### config.mk
export PLATFORM = sky130hd
export DESIGN_NAME = rofr_queue
export DESIGN_NICKNAME = d
export VERILOG_FILES = /design/src/hdl/rofr_pkg.sv /design/src/hdl/rofr_queue.sv
export SDC_FILE = /design/constraint.sdc
export NUM_CORES = 1
export LEC_CHECK = 0
export BUFFER_PORTS_ARGS = -buffer_cell sky130_fd_sc_hd__buf_2
export CAP_MARGIN = 15
export CORE_AREA = 2 2 201 203
export CTS_CLUSTER_SIZE = 12
export DETAILED_ROUTE_END_ITERATION = 7
export DIE_AREA = 0 0 203 205
export PLACE_DENSITY = 0.83
export SLEW_MARGIN = 20
export SYNTH_ARGS = -nofsm -noshare
export SYNTH_HDL_FRONTEND = slang
export SYNTH_SLANG_ARGS = --single-unit
### constraint.sdc
create_clock -name clk -period 8.9 [get_ports clk]
set_input_delay 0.89 -clock clk [delete_from_list [all_inputs] [get_ports clk]]
set_output_delay 0.89 -clock clk [all_outputs]
set_load 0.05 [all_outputs]
### src/hdl/rofr_pkg.sv
`default_nettype none
// ----------------------------------------------------------------------------
// rofr_pkg
// Shared types and constants for the rectangle outline/fill rasterizer.
// ----------------------------------------------------------------------------
package rofr_pkg;

  localparam int MAX_DIM_DEF     = 256;
  localparam int FRAC_BITS_DEF   = 8;
  localparam int QUEUE_DEPTH_DEF = 2;

  // widest canvas size (1024) plus one bit, for size compares
  localparam int DIM_CMP_W = 11;
  // coordinates: 24-bit inputs plus sums, or pixel index shifted by up to 16
  localparam int COORD_W   = 28;
  localparam int CFG_W     = 9;
  localparam int CFG_IDX_W = 2;

  typedef enum logic [CFG_IDX_W-1:0] {
    REG_CANVAS_WIDTH  = 2'd0,
    REG_CANVAS_HEIGHT = 2'd1,
    REG_BACKGROUND    = 2'd2
  } cfg_reg_t;

  typedef enum logic [1:0] {
    FN_CLEAR = 2'd0,
    FN_DRAW  = 2'd1,
    FN_READ  = 2'd2
  } func_t;

  typedef enum logic [1:0] {
    ST_OK        = 2'd0,
    ST_BAD_SIZE  = 2'd1,
    ST_OUT_RANGE = 2'd2
  } status_t;

  typedef enum logic [1:0] {
    JOB_CLEAR,
    JOB_DRAW,
    JOB_READ,
    JOB_REPLY
  } job_op_t;

  typedef struct packed {
    func_t              func;
    logic signed [23:0] rect_left;
    logic signed [23:0] rect_top;
    logic signed [23:0] rect_width;
    logic signed [23:0] rect_height;
    logic               filled;
    logic [7:0]         paint_char;
    logic [7:0]         read_col;
    logic [7:0]         read_row;
  } cmd_t;

  typedef struct packed {
    status_t    status;
    logic [7:0] pixel_value;
  } result_t;

  // classified item handed from front to back
  typedef struct packed {
    job_op_t                    op;
    status_t                    status;
    logic                       fill;
    logic [7:0]                 ch;
    logic [7:0]                 rd_col;
    logic [7:0]                 rd_row;
    logic signed [COORD_W-1:0]  xl;
    logic signed [COORD_W-1:0]  xr;
    logic signed [COORD_W-1:0]  xbl;
    logic signed [COORD_W-1:0]  xbr;
    logic signed [COORD_W-1:0]  yl;
    logic signed [COORD_W-1:0]  yr;
    logic signed [COORD_W-1:0]  ybl;
    logic signed [COORD_W-1:0]  ybr;
  } job_t;

endpackage
`default_nettype wire

### src/hdl/rofr_queue.sv
`default_nettype none
// ----------------------------------------------------------------------------
// rofr_queue
// Short first-in first-out queue of classified items between front and back.
// ----------------------------------------------------------------------------
module rofr_queue
  import rofr_pkg::*;
#(
  parameter int DEPTH = QUEUE_DEPTH_DEF
) (
  input  wire logic clk,
  input  wire logic rst,
  input  wire logic push,
  input  wire job_t push_data,
  output logic      full,
  input  wire logic pop,
  output job_t      head,
  output logic      head_valid
);

  localparam int PW = (DEPTH > 1) ? $clog2(DEPTH) : 1;
  localparam int CW = $clog2(DEPTH + 1);

  job_t            entries [DEPTH];
  logic [PW-1:0]   wr_ptr;
  logic [PW-1:0]   rd_ptr;
  logic [CW-1:0]   count;
  logic            do_push;
  logic            do_pop;

  assign full       = (count == CW'(DEPTH));
  assign head_valid = (count != '0);
  assign head       = entries[rd_ptr];
  assign do_push    = push && !full;
  assign do_pop     = pop && head_valid;

  always_ff @(posedge clk) begin
    if (do_push) begin
      entries[wr_ptr] <= push_data;
    end
  end

  always_ff @(posedge clk) begin
    if (rst) begin
      wr_ptr <= '0;
      rd_ptr <= '0;
      count  <= '0;
    end else begin
      if (do_push) begin
        wr_ptr <= (wr_ptr == PW'(DEPTH - 1)) ? '0 : wr_ptr + 1'b1;
      end
      if (do_pop) begin
        rd_ptr <= (rd_ptr == PW'(DEPTH - 1)) ? '0 : rd_ptr + 1'b1;
      end
      if (do_push && !do_pop) begin
        count <= count + 1'b1;
      end else if (do_pop && !do_push) begin
        count <= count - 1'b1;
      end
    end
  end

endmodule
`default_nettype wire

### Yosys cells after proc, flatten, opt, wreduce, memory -nomap -nowiden

Memory sizes are Yosys's and may differ from the RTL's. A register that Yosys moved wholly into a read port is not among the register bits.
Index checks and enable logic that the tools add are counted.
W data, S select, Z words.

| storage, ports and cells | value |
|---|---|
| memory bits (writable) | 506 |
| input bits | 257 |
| memories kept | 1 |
| flip-flop bits (word level) | 4 |
| logic and storage cells | 26 |

| operators by class | value |
|---|---|
| muxes and demuxes | 8 |
| equal/unequal tests | 1 |
| reductions and logical operators | 9 |
| add/subtract/negate cells | 4 |

Memory list:

| name | depth | bits a word | rd ports | clocked after memory_dff | wr ports | line | RTL |
|---|---|---|---|---|---|---|---|
| entries | 2 | 253 | 1 | 1 | 1 | rofr_queue.sv:24 | `job_t entries [DEPTH];` |

Operators by type and width:

| kind | number |
|---|---|
| $mux W1 | 6 |
| $logic_and A1 B1 Y1 | 4 |
| $mux W2 | 2 |
| $reduce_bool A2 Y1 | 2 |
| $logic_not A1 Y1 | 3 |
| $add A1 B1 Y1 const B | 2 |
| $add A2 B1 Y2 const B | 1 |
| $eq A2 B2 Y1 const B | 1 |
| $sub A2 B1 Y2 const B | 1 |

### Longest topological paths before layout

| logic depth | value |
|---|---|
| word-level depth | 7 |
| depth in mapped cells | 6 |

### Worst setup path after synthesis

No wires, ideal clock.

| path | value |
|---|---|
| kind | in2reg |
| start point | input push |
| end point | memory entries[1][0] in the netlist's numbering, enable pin |
| buffers on the path | 0 |
| arrival time | 6845 ps |
| path slack | 1407 ps |
| required time | 8253 ps |
| setup time | 647 ps |
| cell stages on the path | 3 |
| path through | inv_1 -> nor2_1 -> and2_1 |

| between the ends | value |
|---|---|
| cells in the longest elaborated chain, start to end | 3 |

Ends and longest elaborated chain:

| what | line | RTL |
|---|---|---|
| start: declaration | rofr_queue.sv:13 | `input wire logic push,` |
| $logic_and A1 B1 Y1 | rofr_queue.sv:34 | `assign do_push = push && !full;` |
| $mux W1 | rofr_queue.sv:38 | `if (do_push) begin` |
| $mux W1 (implied by the code) | rofr_queue.sv:39 | `entries[wr_ptr] <= push_data;` |
| end: declaration | rofr_queue.sv:24 |  |

Every way passes these cells.

==> run summary <==
Detailed Place HPWL: 27.4 mm
Worst setup EP type: output pin
TNS Setup: 0 ns
hold endpoint: entries[0][247]
vias: 9,673
final core utilization: 0.602
Final Max Tran Viols: 0
Gate power share: 0.365
WS Path Type: flip-flop to output pin
Leak: 9.11 nW
flops & latches, synth: 511
P_sw: 2.97 mW
wirelength, routed: 40.3 mm
Layout area overhead: 23.7%
I/O pin cnt: 512
syn_area_per_cell: 23.6 um2
worst-skew pair later-pin latency: 0.56 ns
placed cell area: 22,200 um2
Seq pwr share: 0.394
initial antenna violation count: 14
Final setup viols: 0
First-pass DRT Iterations: 4
CP Max Fanout: 129
Cell variety after synth: 16
fin crit share: 0.435
R2R cell count: 4
r2r startpoint: count[0]
mapped cell area: 19,200 um2
Hold Path Depth: 1
Rows: 73
H-tree depth: 2
RSZ-0062 raised after global routing: no
sequential area share after synthesis: 0.798
Placer Congestion: 0.799
Fillers: 2,801
data required time of the worst path: 8.01 ns
DIE AREA: 41,600 um2
Synth Instances: 812
hold buffers post-CTS: 0
Yosys warning count: 0
routed vias/inst: 5.03
# clock sinks: 511
Die Y-Extent: 205 um
Power Density: 337 nW/um2
Clock Power Share: 0.241
# Max-Cap Violations: 0
Worst Max-Slew Pin Slew: 1.16 ns
layout cell share with drive strength beyond 1: 0.602
Final #Nets: 1,612
Min-Delay Startpoint: push_data[247]
post-route ant nets: 0
design area: 23,700 um2
CTS tree: done
global-route wire length before repair: 57.8 mm
Avg WL per Cell: 21.0 um
DRC: 0
grt total ovfl: 0
fmax: 258 MHz
GR Util All Layers: 0.186
Final Skew: 0.00839 ns
Reg clk slew, reported paths: 0.06 ns
r2r setup slk: 5.84 ns
postcts setup bufs: 0
peak supply drop: 0.432 mV
Sw Share: 0.373
Port Buf Inserts: 511
largest net degree at the start of global routing: 130
RR Endpoint: entries[0][41]
Root Driver: clkbuf_16
CP Data Arrival Time: 2.98 ns
status: finished clean
worst hold path class: input port to flip-flop
critical path startpoint category: flip-flop
CTS resizes: 0
minimum clock period: 3.87 ns
syn_nets: 1,070
Bufs on Longest Clock Path: 3
vias in the first global route: 10,237
Initial Util: 0.487
Slew HR: 0.224
internal power: 5.01 mW
Core ar.: 39,400 um2
Final Hold Viols: 0
Die W: 203 um
initial DRC count: 533
cts bufs inserted: 51
critical path: stages, from the launching register on:
cell and delay, ns:
dfxtp_4 0.85, buf_12 0.60, mux2_4 0.33, buf_2 0.27
metal layers:
| layer | part of all wire | vias up | wire length (um) | global-route usage |
|---|---|---|---|---|
| met5 | 0.00065 | - | 26 | 0 |
| met4 | 0.037 | 4 | 1490 | 0.0949 |
| met3 | 0.082 | 97 | 3290 | 0.0576 |
| met2 | 0.53 | 427 | 21500 | 0.330 |
| met1 | 0.35 | 4804 | 14000 | 0.202 |
| li1 | - | 4341 | - | - |
kinds of logic after synthesis:
family          share of synthesized area
fa+ha+maj                        0.000653
simple gates                      0.00242
flops                               0.798
buf+inv                            0.0142
xor+xnor                          0.00137
mux                                 0.182
compound gates                    0.00131
through the flow:
step	total power [mW]	hold slack [ns]	std cells	setup WS [ns]
after global placement	6.08	0.476	1826	5.38
after CTS	8.06	0.462	1908	4.80
after global routing	8.25	0.474	1918	4.90
final	7.98	0.508	1922	5.03
after detailed placement	6.12	0.505	1826	5.37
after floorplan	5.62	0.452	812	1.41
synth_stat cells:
library cell	n	area share
a21oi_1	2	0.00052
and2_1	1	0.00033
buf_2	8	0.0021
buf_6	20	0.012
dfxtp_1	5	0.0052
edfxtp_1	506	0.79
ha_1	1	0.00065
inv_1	2	0.00039
mux2_2	83	0.049
mux2_4	170	0.13
nor2_1	4	0.00078
nor2b_1	1	0.00033
o21ai_0	3	0.00078
or2_2	1	0.00033
or3_1	2	0.00065
xor2_1	3	0.0014
worst max path at each step:
stage / start / to / slack [ns] / cells past startpoint
5_1_grt: flip-flop / head[71] / 4.90 / 3
3_5_place_dp: push / entries[0][227] / 5.37 / 5
2_1_floorplan: push / entries[1][0] / 1.41 / 3
6_report: flip-flop / head[71] / 5.03 / 3
4_1_cts: flip-flop / head[237] / 4.80 / 3
3_3_place_gp: push / entries[0][188] / 5.38 / 5
layout by cell type (no fill, tap or decap):
| cell | instances |
|---|---|
| buf_2 | 511 |
| edfxtp_1 | 506 |
| mux2_4 | 170 |
| mux2_2 | 83 |
| clkbuf_16 | 53 |
| clkbuf_1 | 18 |
| diode_2 | 14 |
| clkinv_1 | 5 |
| nor2_1 | 4 |
| dfxtp_1 | 4 |
| o21ai_0 | 3 |
| xor2_1 | 3 |
| clkbuf_8 | 3 |
| buf_4 | 3 |
| or3_1 | 2 |
| a21oi_1 | 2 |
| clkinv_2 | 2 |
| buf_12 | 2 |
| or2_2 | 1 |
| nor2b_1 | 1 |
| inv_1 | 1 |
| and2_4 | 1 |
| inv_8 | 1 |
| ha_1 | 1 |
| dfxtp_4 | 1 |
| clkinv_4 | 1 |
| buf_6 | 1 |
final cells by class:
class	count	area, um2	share of cell area
clock inverter	8	37.5	0.00158
inverter	2	15.0	0.000633
antenna	14	35.0	0.00148
multi-input combinational	271	3600	0.152
timing repair buffer	517	2630	0.111
clock buffer	74	1440	0.0605
sequential	511	15300	0.645
tap	525	657	0.0277
state kept, by name, indices dropped and copies added (netlist names), named ones only:
register / cells
wr_ptr: 1
entries: 506
count: 2
rd_ptr: 1
power groups by stage:
stage	Combinational [mW]	Sequential [mW]	Clock (mW)
floorplan	2.41	3.21	0
global placement	2.90	3.18	0
detailed placement	2.92	3.20	0
CTS	2.94	3.15	1.97
global route	3.02	3.17	2.05
finish	2.91	3.15	1.92
Note: power is estimated with default switching activity, not from simulation.
