[config.mk]
export PLATFORM = sky130hd
export DESIGN_NAME = rofr_front
export DESIGN_NICKNAME = d
export VERILOG_FILES = /design/src/hdl/rofr_pkg.sv /design/src/hdl/rofr_front.sv
export SDC_FILE = /design/constraint.sdc
export NUM_CORES = 1
export LEC_CHECK = 0
export ABC_AREA = 1
export BUFFER_PORTS_ARGS = -buffer_cell sky130_fd_sc_hd__buf_2
export CAP_MARGIN = 20
export CELL_PAD_IN_SITES_DETAIL_PLACEMENT = 1
export CELL_PAD_IN_SITES_GLOBAL_PLACEMENT = 1
export CORE_MARGIN = 10
export CORE_UTILIZATION = 33
export DETAILED_ROUTE_END_ITERATION = 10
export PLACE_DENSITY = 0.74
export SYNTH_ARGS = -nofsm -noshare
export SYNTH_HDL_FRONTEND = slang
export SYNTH_SLANG_ARGS = --single-unit
[constraint.sdc]
create_clock -name clk -period 16 [get_ports clk]
set_input_delay 0.8 -clock clk [delete_from_list [all_inputs] [get_ports clk]]
set_output_delay 0.8 -clock clk [all_outputs]
set_load 0.01 [all_outputs]
[src/hdl/rofr_pkg.sv]
`default_nettype none
// ----------------------------------------------------------------------------
// rofr_pkg
// Shared types and constants for the rectangle outline/fill rasterizer.
// ----------------------------------------------------------------------------
package rofr_pkg;

  localparam int MAX_DIM_DEF     = 256;
  localparam int FRAC_BITS_DEF   = 8;
  localparam int QUEUE_DEPTH_DEF = 2;

  // widest canvas size (1024) plus one bit, for size compares
  localparam int DIM_CMP_W = 11;
  // coordinates: 24-bit inputs plus sums, or pixel index shifted by up to 16
  localparam int COORD_W   = 28;
  localparam int CFG_W     = 9;
  localparam int CFG_IDX_W = 2;

  typedef enum logic [CFG_IDX_W-1:0] {
    REG_CANVAS_WIDTH  = 2'd0,
    REG_CANVAS_HEIGHT = 2'd1,
    REG_BACKGROUND    = 2'd2
  } cfg_reg_t;

  typedef enum logic [1:0] {
    FN_CLEAR = 2'd0,
    FN_DRAW  = 2'd1,
    FN_READ  = 2'd2
  } func_t;

  typedef enum logic [1:0] {
    ST_OK        = 2'd0,
    ST_BAD_SIZE  = 2'd1,
    ST_OUT_RANGE = 2'd2
  } status_t;

  typedef enum logic [1:0] {
    JOB_CLEAR,
    JOB_DRAW,
    JOB_READ,
    JOB_REPLY
  } job_op_t;

  typedef struct packed {
    func_t              func;
    logic signed [23:0] rect_left;
    logic signed [23:0] rect_top;
    logic signed [23:0] rect_width;
    logic signed [23:0] rect_height;
    logic               filled;
    logic [7:0]         paint_char;
    logic [7:0]         read_col;
    logic [7:0]         read_row;
  } cmd_t;

  typedef struct packed {
    status_t    status;
    logic [7:0] pixel_value;
  } result_t;

  // classified item handed from front to back
  typedef struct packed {
    job_op_t                    op;
    status_t                    status;
    logic                       fill;
    logic [7:0]                 ch;
    logic [7:0]                 rd_col;
    logic [7:0]                 rd_row;
    logic signed [COORD_W-1:0]  xl;
    logic signed [COORD_W-1:0]  xr;
    logic signed [COORD_W-1:0]  xbl;
    logic signed [COORD_W-1:0]  xbr;
    logic signed [COORD_W-1:0]  yl;
    logic signed [COORD_W-1:0]  yr;
    logic signed [COORD_W-1:0]  ybl;
    logic signed [COORD_W-1:0]  ybr;
  } job_t;

endpackage
`default_nettype wire

[src/hdl/rofr_front.sv]
`default_nettype none
// ----------------------------------------------------------------------------
// rofr_front
// Accepts commands, checks them and turns rectangles into edge bounds.
// ----------------------------------------------------------------------------
module rofr_front
  import rofr_pkg::*;
#(
  parameter int MAX_DIM   = MAX_DIM_DEF,
  parameter int FRAC_BITS = FRAC_BITS_DEF
) (
  input  wire logic                             clk,
  input  wire logic                             rst,
  input  wire logic                             start,
  output logic                                  busy,
  input  wire cmd_t                             cmd,
  input  wire logic [$clog2(MAX_DIM > 1 ? MAX_DIM : 2):0] eff_w,
  input  wire logic [$clog2(MAX_DIM > 1 ? MAX_DIM : 2):0] eff_h,
  output logic                                  push,
  output job_t                                  push_data,
  input  wire logic                             q_full
);

  localparam logic signed [COORD_W-1:0] ONE = COORD_W'(2 ** FRAC_BITS);

  logic                       job_valid;
  job_t                       job;
  job_t                       job_next;
  logic                       accept;
  logic signed [COORD_W-1:0]  xl;
  logic signed [COORD_W-1:0]  yl;
  logic signed [COORD_W-1:0]  xr;
  logic signed [COORD_W-1:0]  yr;
  logic                       bad_size;
  logic                       out_range;

  assign push      = job_valid && !q_full;
  assign push_data = job;
  assign busy      = job_valid && q_full;
  assign accept    = start && !busy;

  assign xl = COORD_W'(cmd.rect_left);
  assign yl = COORD_W'(cmd.rect_top);
  assign xr = xl + COORD_W'(cmd.rect_width);
  assign yr = yl + COORD_W'(cmd.rect_height);

  assign bad_size  = cmd.rect_width[23] || (cmd.rect_width == '0) ||
                     cmd.rect_height[23] || (cmd.rect_height == '0);
  assign out_range = (DIM_CMP_W'(cmd.read_col) >= DIM_CMP_W'(eff_w)) ||
                     (DIM_CMP_W'(cmd.read_row) >= DIM_CMP_W'(eff_h));

  always_comb begin
    job_next        = job_t'('0);
    job_next.fill   = cmd.filled;
    job_next.ch     = cmd.paint_char;
    job_next.rd_col = cmd.read_col;
    job_next.rd_row = cmd.read_row;
    job_next.xl     = xl;
    job_next.xr     = xr;
    job_next.xbl    = xl + ONE;
    job_next.xbr    = xr - ONE;
    job_next.yl     = yl;
    job_next.yr     = yr;
    job_next.ybl    = yl + ONE;
    job_next.ybr    = yr - ONE;
    job_next.status = ST_OK;
    case (cmd.func)
      FN_CLEAR: begin
        job_next.op = JOB_CLEAR;
      end
      FN_DRAW: begin
        if (bad_size) begin
          job_next.op     = JOB_REPLY;
          job_next.status = ST_BAD_SIZE;
        end else begin
          job_next.op = JOB_DRAW;
        end
      end
      FN_READ: begin
        if (out_range) begin
          job_next.op     = JOB_REPLY;
          job_next.status = ST_OUT_RANGE;
        end else begin
          job_next.op = JOB_READ;
        end
      end
      default: begin
        job_next.op = JOB_REPLY;
      end
    endcase
  end

  always_ff @(posedge clk) begin
    if (rst) begin
      job_valid <= 1'b0;
    end else if (accept) begin
      job_valid <= 1'b1;
      job       <= job_next;
    end else if (push) begin
      job_valid <= 1'b0;
    end
  end

endmodule
`default_nettype wire

* Word level (Yosys, flattened, before mapping)
Cells that the tools add are included.
Storage, ports and cells: register bits 240, bits in latches 0, bits in writable memories 0, ROM bits 0, input bits 145, output and inout bits 255, logic and storage cells 48, memories 0
Operators by class: $add $sub $neg 6, multipliers 0, div/mod/pow operators 0, $lt $le $gt $ge 2, equal/unequal tests 2, shift-type cells 0, multiplexer cells 8, bitwise gates (word level) 1, reduce and logical (&&, ||, !) cells 14
Operator list (count):
- 25-bit by 10-bit subtractor with 26-bit output, second input constant | 2
- 24-bit by 10-bit adder with 25-bit output, second input constant | 2
- 24-bit by 24-bit adder with 25-bit output | 2
- 24-bit logical NOT | 2
- 8-bit by 9-bit greater-or-equal comparator with 1-bit output | 2
- 2-bit one-hot mux with 3 select lines | 1
- 1-bit logical OR | 4
- 1-bit 2-to-1 mux | 4
- 2-bit 2-to-1 mux | 2
- 2-bit one-hot mux with 2 select lines | 1
- 1-bit logical AND | 3
- 2-bit by 1-bit == test with 1-bit output, second input constant | 1
- 2-bit == test, second input constant | 1
- 1-bit logical NOT | 2
- 2-bit logical NOT | 1
- 2-bit AND reduction | 1
- 2-bit nonzero test | 1
- 1-bit inverter | 1

* Logic depth before layout (Yosys ltp)
Gate-level depths: netlist (run 1).
depth after elaboration 6, depth in mapped cells 17, mapped depth without buffers 17

* Least setup slack after synthesis (run 1)
No wires, ideal clock.
path type input to register, start point input q_full, end point register job (netlist bit push_data[100]), enable pin, setup time 995 ps, data arrival time 14207 ps, data required time 15005 ps, slack 797 ps, stages on the path 3, path buffers 0, cell sequence nand2_1 -> inv_1 -> nor3_1
On the way: cells in the longest elaborated chain, start to end 4
RTL lines:
- start: declaration | line rofr_front.sv:21 | input wire logic q_full
- 1-bit logical AND | line rofr_front.sv:39 | assign busy = job_valid && q_full;
- named net busy | line rofr_front.sv:15 | output logic busy,
- 1-bit logical NOT | line rofr_front.sv:40 | assign accept = start && !busy;
- 1-bit logical AND | line rofr_front.sv:40
- 2-bit AND reduction (no line)
- end signal: assignment | line rofr_front.sv:98 | job <= job_next;
- end: declaration | line rofr_front.sv:27 | job_t job;
The timed path passes the listed nets, and every way through them passes these cells. A chain may end at the register's enable or synchronous reset.

==> metrics.md, run 1 <==
| Metric | Value |
|---|---|
| Post-Synth Adder-Cell Area | 0.0778 |
| Hold Buf Count CTS | 0 |
| Commonest non-fill, non-tap cell in the layout | nand2_1 |
| Cts repair resizes | 0 |
| Cells after synthesis | 1363 |
| CTS buffer count | 17 |
| WS Path Type | in -> reg |
| Simple-Gate Fraction of Synth Area | 0.240 |
| HP Start | job_valid |
| Placed inst area | 14100 sq um |
| Crit-path leading delay family | simple AND/OR/NAND/NOR gates |
| Pin count of the biggest net entering global routing | 123 |
| Status | finished clean |
| Site row count | 69 |
| Multiplexer area fraction after synthesis | 0 |
| Core Box Area | 35700 sq um |
| Pint | 0.000985 W |
| Post-synthesis compound-gate area fraction | 0.0225 |
| Chip width | 210 um |
| Slowest CP cell | fa_1 |
| Commonest non-fill, non-tap cells in the layout | nand2_1, buf_2, inv_1 |
| Worst hold slack | 0.477 ns |
| Final global-route overflow total | 0 |
| Switching Fraction | 0.304 |
| Final Cell Area | 14700 sq um |
| Synthesized area | 11900 sq um |
| Synth warn | 0 |
| Post-Synth XOR/XNOR Area | 0.0476 |
| Slew margin rel. | 0.342 |
| Flop pwr share | 0.442 |
| Arrival @ worst endpoint | 3.40 ns |
| NumNets Final | 1945 |
| Sw power | 0.000430 W |
| Layout cells sized above 1 | 0.264 |
| Routability cong. | 0.909 |
| PwrDens | 96.1 nW/um^2 |
| Critical Path RT | 16.21 ns |
| Tmin final | 3.19 ns |
| Clk pwr share | 0.328 |
| Setup TNS | 0 ns |
| Register area share after synthesis | 0.497 |
| PortBufs | 399 |
| Die area | 44200 sq um |
| Tcrit/Tclk final | 0.199 |
| Post-CTS setup buffer count | 0 |
| First-pass GRT wire length | 63400 um |
| Startpoint class of the critical path | input port |
| CTS H-Tree Depth | 4 |
| Mapped Avg Cell Area | 8.75 sq um |
| CP startpoint | cmd[49] |
| Vias in the first global route | 11300 |
| Flop and latch count out of synthesis | 198 |
| Syn-to-layout area delta | 23.4% |
| Achievable Freq | 0.314 GHz |
| Final WL | 42000 um |
| Leak Pwr | 7.37 nW |
| Initial Util | 0.335 |
| CTS sink count | 198 |
| Crit-path max FO | 4 |
| Worst vdd rail ir drop | 0.0796 mV |
| Cell mode on critical path | nand2_1 |
| Syn Nets | 1581 |
| DRT iter0 DRCs | 473 |
| Largest family of logic cells by synthesized area | simple AND/OR/NAND/NOR gates |
| Worst-path cell chain | buf_2 -> ha_1 -> inv_1 -> fa_1 -> inv_1 -> nand2_1 -> nand2_1 -> nand3b_1 -> nand2_1 -> xnor2_1 -> ha_1 -> inv_1 -> nor2_1 -> nand2_1 -> nor2_2 -> nand3_1 -> nand2_1 -> nand2_1 |
| Critical Path End Type | flop |
| Antenna violations before repair | 1 |
| Clk slew on worst S/H paths | 0.07 ns |
| Logic pwr share | 0.230 |
| # IOs | 400 |
| Clk buf depth | 2 |
| Vias/cell | 4.70 |
| CTS tree | done |
| Via count | 10300 |
| Antenna-violating nets left | 0 |
| CP max stage delay | 0.40 ns |
| Worst-Skew Late Latency | 0.46 ns |
| Final setup vio count | 0 |
| Wire per inst | 19.1 um |
| Final Skew | 0.00849 ns |
| Worst r2r src | job_valid |
| Synth cell types | 33 |
| Die Y-Extent | 210 um |
| Max-Cap Viols | 0 |
| Min-Delay Path Class | reg -> reg |
| Gr usage total | 0.186 |
| Root Driver | clkbuf_16 |
| WP buf/inv | 4 |
| Fin. max-slew vios | 0 |
| First drt pass iteration count | 4 |
| Post-DP HPWL | 35200 um |
| RSZ-0062 raised after global routing | no |
| Final hold vios | 0 |
| # DRC | 0 |
| Worst Tran Pin Value | 0.988 ns |
## registers in the layout, summed over array words and instances (netlist names)
signal and cells:
push_data 197, job_valid 1
## final timing paths
kind	to	slack [ns]	cells after the start
max	push_data[136]	12.81	18
min	job_valid	0.48	2
max reg2reg	push_data[57]	13.53	5
min reg2reg	job_valid	0.48	2
## tightest hold or removal path: stages (launching register included)
cell and delay [ns]:
dfxtp_1 0.31, nand2_1 0.07, a21oi_1 0.06
## through the flow
stage	std cells	power, W	util	setup slack [ns]
3_3_place_gp	2169	0.000955	0.396	12.42
2_1_floorplan	1363	0.000851	-	0.797
3_5_place_dp	2169	0.000965	0.396	12.31
6_report	2199	0.00142	0.413	12.81
5_1_grt	2199	0.00149	0.413	12.60
4_1_cts	2198	0.00143	0.413	12.80
## cell type report
| type | instances | area, sq um |
|---|---|---|
| clock inverters | 11 | 175 |
| clock buffers | 18 | 429 |
| fillers | 4345 | 20900 |
| inverters | 253 | 950 |
| diodes | 1 | 2.50 |
| flip-flops and latches | 198 | 5940 |
| well taps | 461 | 577 |
| multi-input cells | 856 | 4630 |
| repair buffers | 401 | 2020 |
## power by group through the flow
stage                     logic [W]  clock network, W  registers (W)
after floorplan            0.000188                 0       0.000663
after global placement     0.000318                 0       0.000637
after detailed placement   0.000327                 0       0.000638
after CTS                  0.000329          0.000476       0.000627
after global routing       0.000366          0.000495       0.000629
final                      0.000325          0.000464       0.000626
## cells by family (layout without fill, tap and decap cells)
logic type,count (synthesis),count (layout)
AOI/OAI and AO/OA,50,50
xor gates and xnor gates,64,64
adders and majority gates,73,73
buffers and inverters,309,683
DFF,198,198
other,0,1
and+or+nand+nor,669,669
## Yosys cell counts
| library cell | instances | area, sq um |
|---|---|---|
| dfxtp_1 | 1 | 20.0 |
| o21ai_1 | 1 | 5.00 |
| nand3_2 | 4 | 40.0 |
| nand3_1 | 76 | 380 |
| nand3b_1 | 6 | 45.0 |
| nor3b_1 | 1 | 7.51 |
| xor2_1 | 53 | 464 |
| and2_4 | 1 | 8.76 |
| nor2_2 | 9 | 56.3 |
| ha_1 | 71 | 888 |
| o21a_1 | 1 | 7.51 |
| o21ai_0 | 2 | 10.0 |
| nor4_1 | 12 | 75.1 |
| xnor2_2 | 1 | 16.3 |
| o221ai_1 | 1 | 8.76 |
| fa_1 | 2 | 40.0 |
| nor2_1 | 89 | 334 |
| nor2b_1 | 1 | 6.26 |
| o31ai_1 | 1 | 7.51 |
| inv_1 | 251 | 942 |
| nand2_2 | 8 | 50.1 |
| and2_1 | 1 | 6.26 |
| o211ai_1 | 2 | 15.0 |
| inv_2 | 2 | 7.51 |
| nor3_1 | 11 | 55.1 |
| nand2_1 | 415 | 1560 |
| buf_4 | 56 | 420 |
| o21bai_1 | 2 | 15.0 |
| a21oi_1 | 40 | 200 |
| nor2_4 | 4 | 45.0 |
| edfxtp_1 | 197 | 5920 |
| xnor2_1 | 10 | 87.6 |
| nand4_1 | 31 | 194 |
## metal layers
metal	vias to the layer above	routed length, um	GRT usage
met2	253	22600	0.355
met1	4974	16300	0.195
met3	46	2080	0.0429
li1	5054	-	-
met5	-	0	0
met4	0	991	0.0622
(Power assumes the default switching activity.)
==> run 2, diff against run 1 <==
--- a/config.mk
+++ b/config.mk
@@ -5,7 +5,7 @@
 export SDC_FILE = /design/constraint.sdc
 export NUM_CORES = 1
 export LEC_CHECK = 0
-export ABC_AREA = 1
+export ABC_AREA = 0
 export BUFFER_PORTS_ARGS = -buffer_cell sky130_fd_sc_hd__buf_2
 export CAP_MARGIN = 20
 export CELL_PAD_IN_SITES_DETAIL_PLACEMENT = 1
@@ -13,7 +13,7 @@
 export CORE_MARGIN = 10
 export CORE_UTILIZATION = 33
 export DETAILED_ROUTE_END_ITERATION = 10
-export PLACE_DENSITY = 0.74
+export PLACE_DENSITY = 0.69
 export SYNTH_ARGS = -nofsm -noshare
 export SYNTH_HDL_FRONTEND = slang
 export SYNTH_SLANG_ARGS = --single-unit
==> constraint.sdc (replaced) <==
create_clock -name clk -period 3 [get_ports clk]
set_input_delay 0.15 -clock clk [delete_from_list [all_inputs] [get_ports clk]]
set_output_delay 0.15 -clock clk [all_outputs]
set_load 0.01 [all_outputs]
==> metrics.md, run 2 <==
| Metric | Value |
|---|---|
| # IOs | 400 |
| Root Driver | clkbuf_16 |
| Max reg flops | 197 |
| Synth cell types | 82 |
| Metal-1 WL | 17500 um |
| Placed inst area | 14000 sq um |
| CTS H-Tree Depth | 4 |
| Post-synth top cells | edfxtp_1, ha_1, nand2_1 |
| Slowest CP cell | or4_1 |
| Critical Path RT | 3.18 ns |
| Layout cells sized above 1 | 0.421 |
| Vias/cell | 4.85 |
| Commonest non-fill, non-tap cell in the layout | buf_2 |
| Commonest non-fill, non-tap cells in the layout | buf_2, edfxtp_1, buf_4 |
| Min-Delay Path Class | in -> reg |
| DRT iter0 DRCs | 363 |
| Leak Pwr | 6.71 nW |
| Clk slew on worst S/H paths | 0.08 ns |
| Synthesized area | 10900 sq um |
| Critical Path End Type | flop |
| Worst-Skew Late Latency | 0.45 ns |
| Final setup vio count | 0 |
| Achievable Freq | 0.347 GHz |
| Core Box Area | 32500 sq um |
| Die area | 40600 sq um |
| Setup TNS | 0 ns |
| Top-count cell post-synth | edfxtp_1 |
| Wire per inst | 21.7 um |
| Antenna-violating nets left | 0 |
| First-pass GRT wire length | 61800 um |
| Via count | 9227 |
| Die Y-Extent | 201 um |
| Worst hold slack | 0.0290 ns |
| Worst-path cell chain | buf_2 -> ha_1 -> inv_1 -> fa_1 -> nand2b_4 -> a21oi_4 -> o211ai_4 -> buf_4 -> o211ai_1 -> a21o_1 -> o21bai_1 -> or4_1 -> buf_4 -> nor4_4 -> xor2_1 |
| Worst Tran Pin Value | 0.733 ns |
| CTS sink count | 198 |
| Area contributors post-synth | edfxtp_1, ha_1, buf_4 |
| Tcrit/Tclk final | 0.959 |
| First drt pass iteration count | 5 |
| Syn Nets | 1116 |
| Leading area contributor after synthesis | edfxtp_1 |
| DR WL met3 | 2480 um |
| Cells after synthesis | 898 |
| Post-synth EDFFs | 197 |
| Pin count of the biggest net entering global routing | 102 |
| Cell mode on critical path | buf_4 |
| PwrDens | 505 nW/um^2 |
| Mapped Avg Cell Area | 12.1 sq um |
| FFs w/ async S/R, synth | 0 |
| Arrival @ worst endpoint | 3.06 ns |
| Status | finished clean |
| # DRC | 0 |
| NumNets Final | 1662 |
| Fin. max-slew vios | 0 |
| WS Path Type | in -> reg |
| DR WL met2 | 20700 um |
| Worst vdd rail ir drop | 0.376 mV |
| Slew margin rel. | 0.507 |
| CP max stage delay | 0.41 ns |
| Crit-path max FO | 6 |
| Final Skew | 0.00857 ns |
| Final WL | 41300 um |
| Register area share after synthesis | 0.546 |
| Final Cell Area | 15300 sq um |
| Final hold vios | 0 |
| Initial Util | 0.334 |
| Reg-to-reg slack, setup | 1.27 ns |
| CTS buffer count | 17 |
| Yosys top cell area share | 0.544 |
| Syn-to-layout area delta | 40.4% |
| Max-Cap Viols | 0 |
| CTS tree | done |
| Vias in the first global route | 10200 |
| PortBufs | 399 |
| Site row count | 66 |
| Final global-route overflow total | 0 |
| Antenna violations before repair | 3 |
| Gr usage total | 0.196 |
| Tmin final | 2.88 ns |
| Synth warn | 0 |
| Post-DP HPWL | 32000 um |
| Crit-path leading delay family | simple AND/OR/NAND/NOR gates |
| Routability cong. | 0.906 |
| Chip width | 201 um |
| Clk buf depth | 2 |
| Ys flop type | edfxtp_1 |
| Startpoint class of the critical path | input port |
| Flop and latch count out of synthesis | 198 |
| Top routing layer in use | met4 |
| RSZ-0062 raised after global routing | yes |
| WP buf/inv | 4 |
-- run 2: layout make-up --
class	count	area [sq um]
repair buffers	600	3670
fillers	3690	17300
multi-input cells	575	4330
clock inverters	14	144
flip-flops and latches	198	5940
clock buffers	18	429
inverters	52	195
well taps	442	553
diodes	3	7.51
-- run 2: worst paths after layout --
path               endpoint       from  cells after the start
max          push_data[136]    cmd[49]                     15
min          push_data[204]   cmd[105]                      2
max reg2reg  push_data[249]  job_valid                      3
min reg2reg  push_data[138]  job_valid                      3
-- run 2: per-layer routing --
layer  up-vias  GRT usage
li1       4367          -
met3        26     0.0474
met1      4537      0.234
met4         0     0.0532
met5         -          0
met2       297      0.344
-- run 2: worst reg2reg max path: cells and delay by family, from the launching register on --
family        cells  cell delay (ns)
simple gates      2             0.46
buf+inv           1             0.41
flops             1             0.32
-- run 2: power breakdown --
group          switching [W]  total [W]  internal, W
Sequential         0.0000585    0.00336      0.00330
Clock                0.00118    0.00236      0.00117
Combinational        0.00109    0.00199     0.000894
-- run 2: cells by family after synthesis --
family,after synthesis,share of synthesized area
simple gates,240,0.118
flops,198,0.546
xor+xnor,87,0.0708
fa+ha+maj,73,0.0854
mux,1,0.000921
compound gates,174,0.115
buf+inv,125,0.0639
-- run 2: metrics by stage --
step	power [W]	std cells	utilization	setup slack, ns
floorplan	0.00442	898	-	-2.86
global placement	0.00525	1807	0.431	-0.271
detailed placement	0.00530	1807	0.431	-0.384
CTS	0.00773	1895	0.466	0.0663
global route	0.00805	1902	0.469	-0.00581
finish	0.00770	1902	0.469	0.122
-- run 2: what timing repair did --
item,CTS,global route
resized for setup,0,13
hold endpoints to repair,54,0
endpoints found under the setup margin,0,15
buffers inserted,0,4
hold buffers,56,0
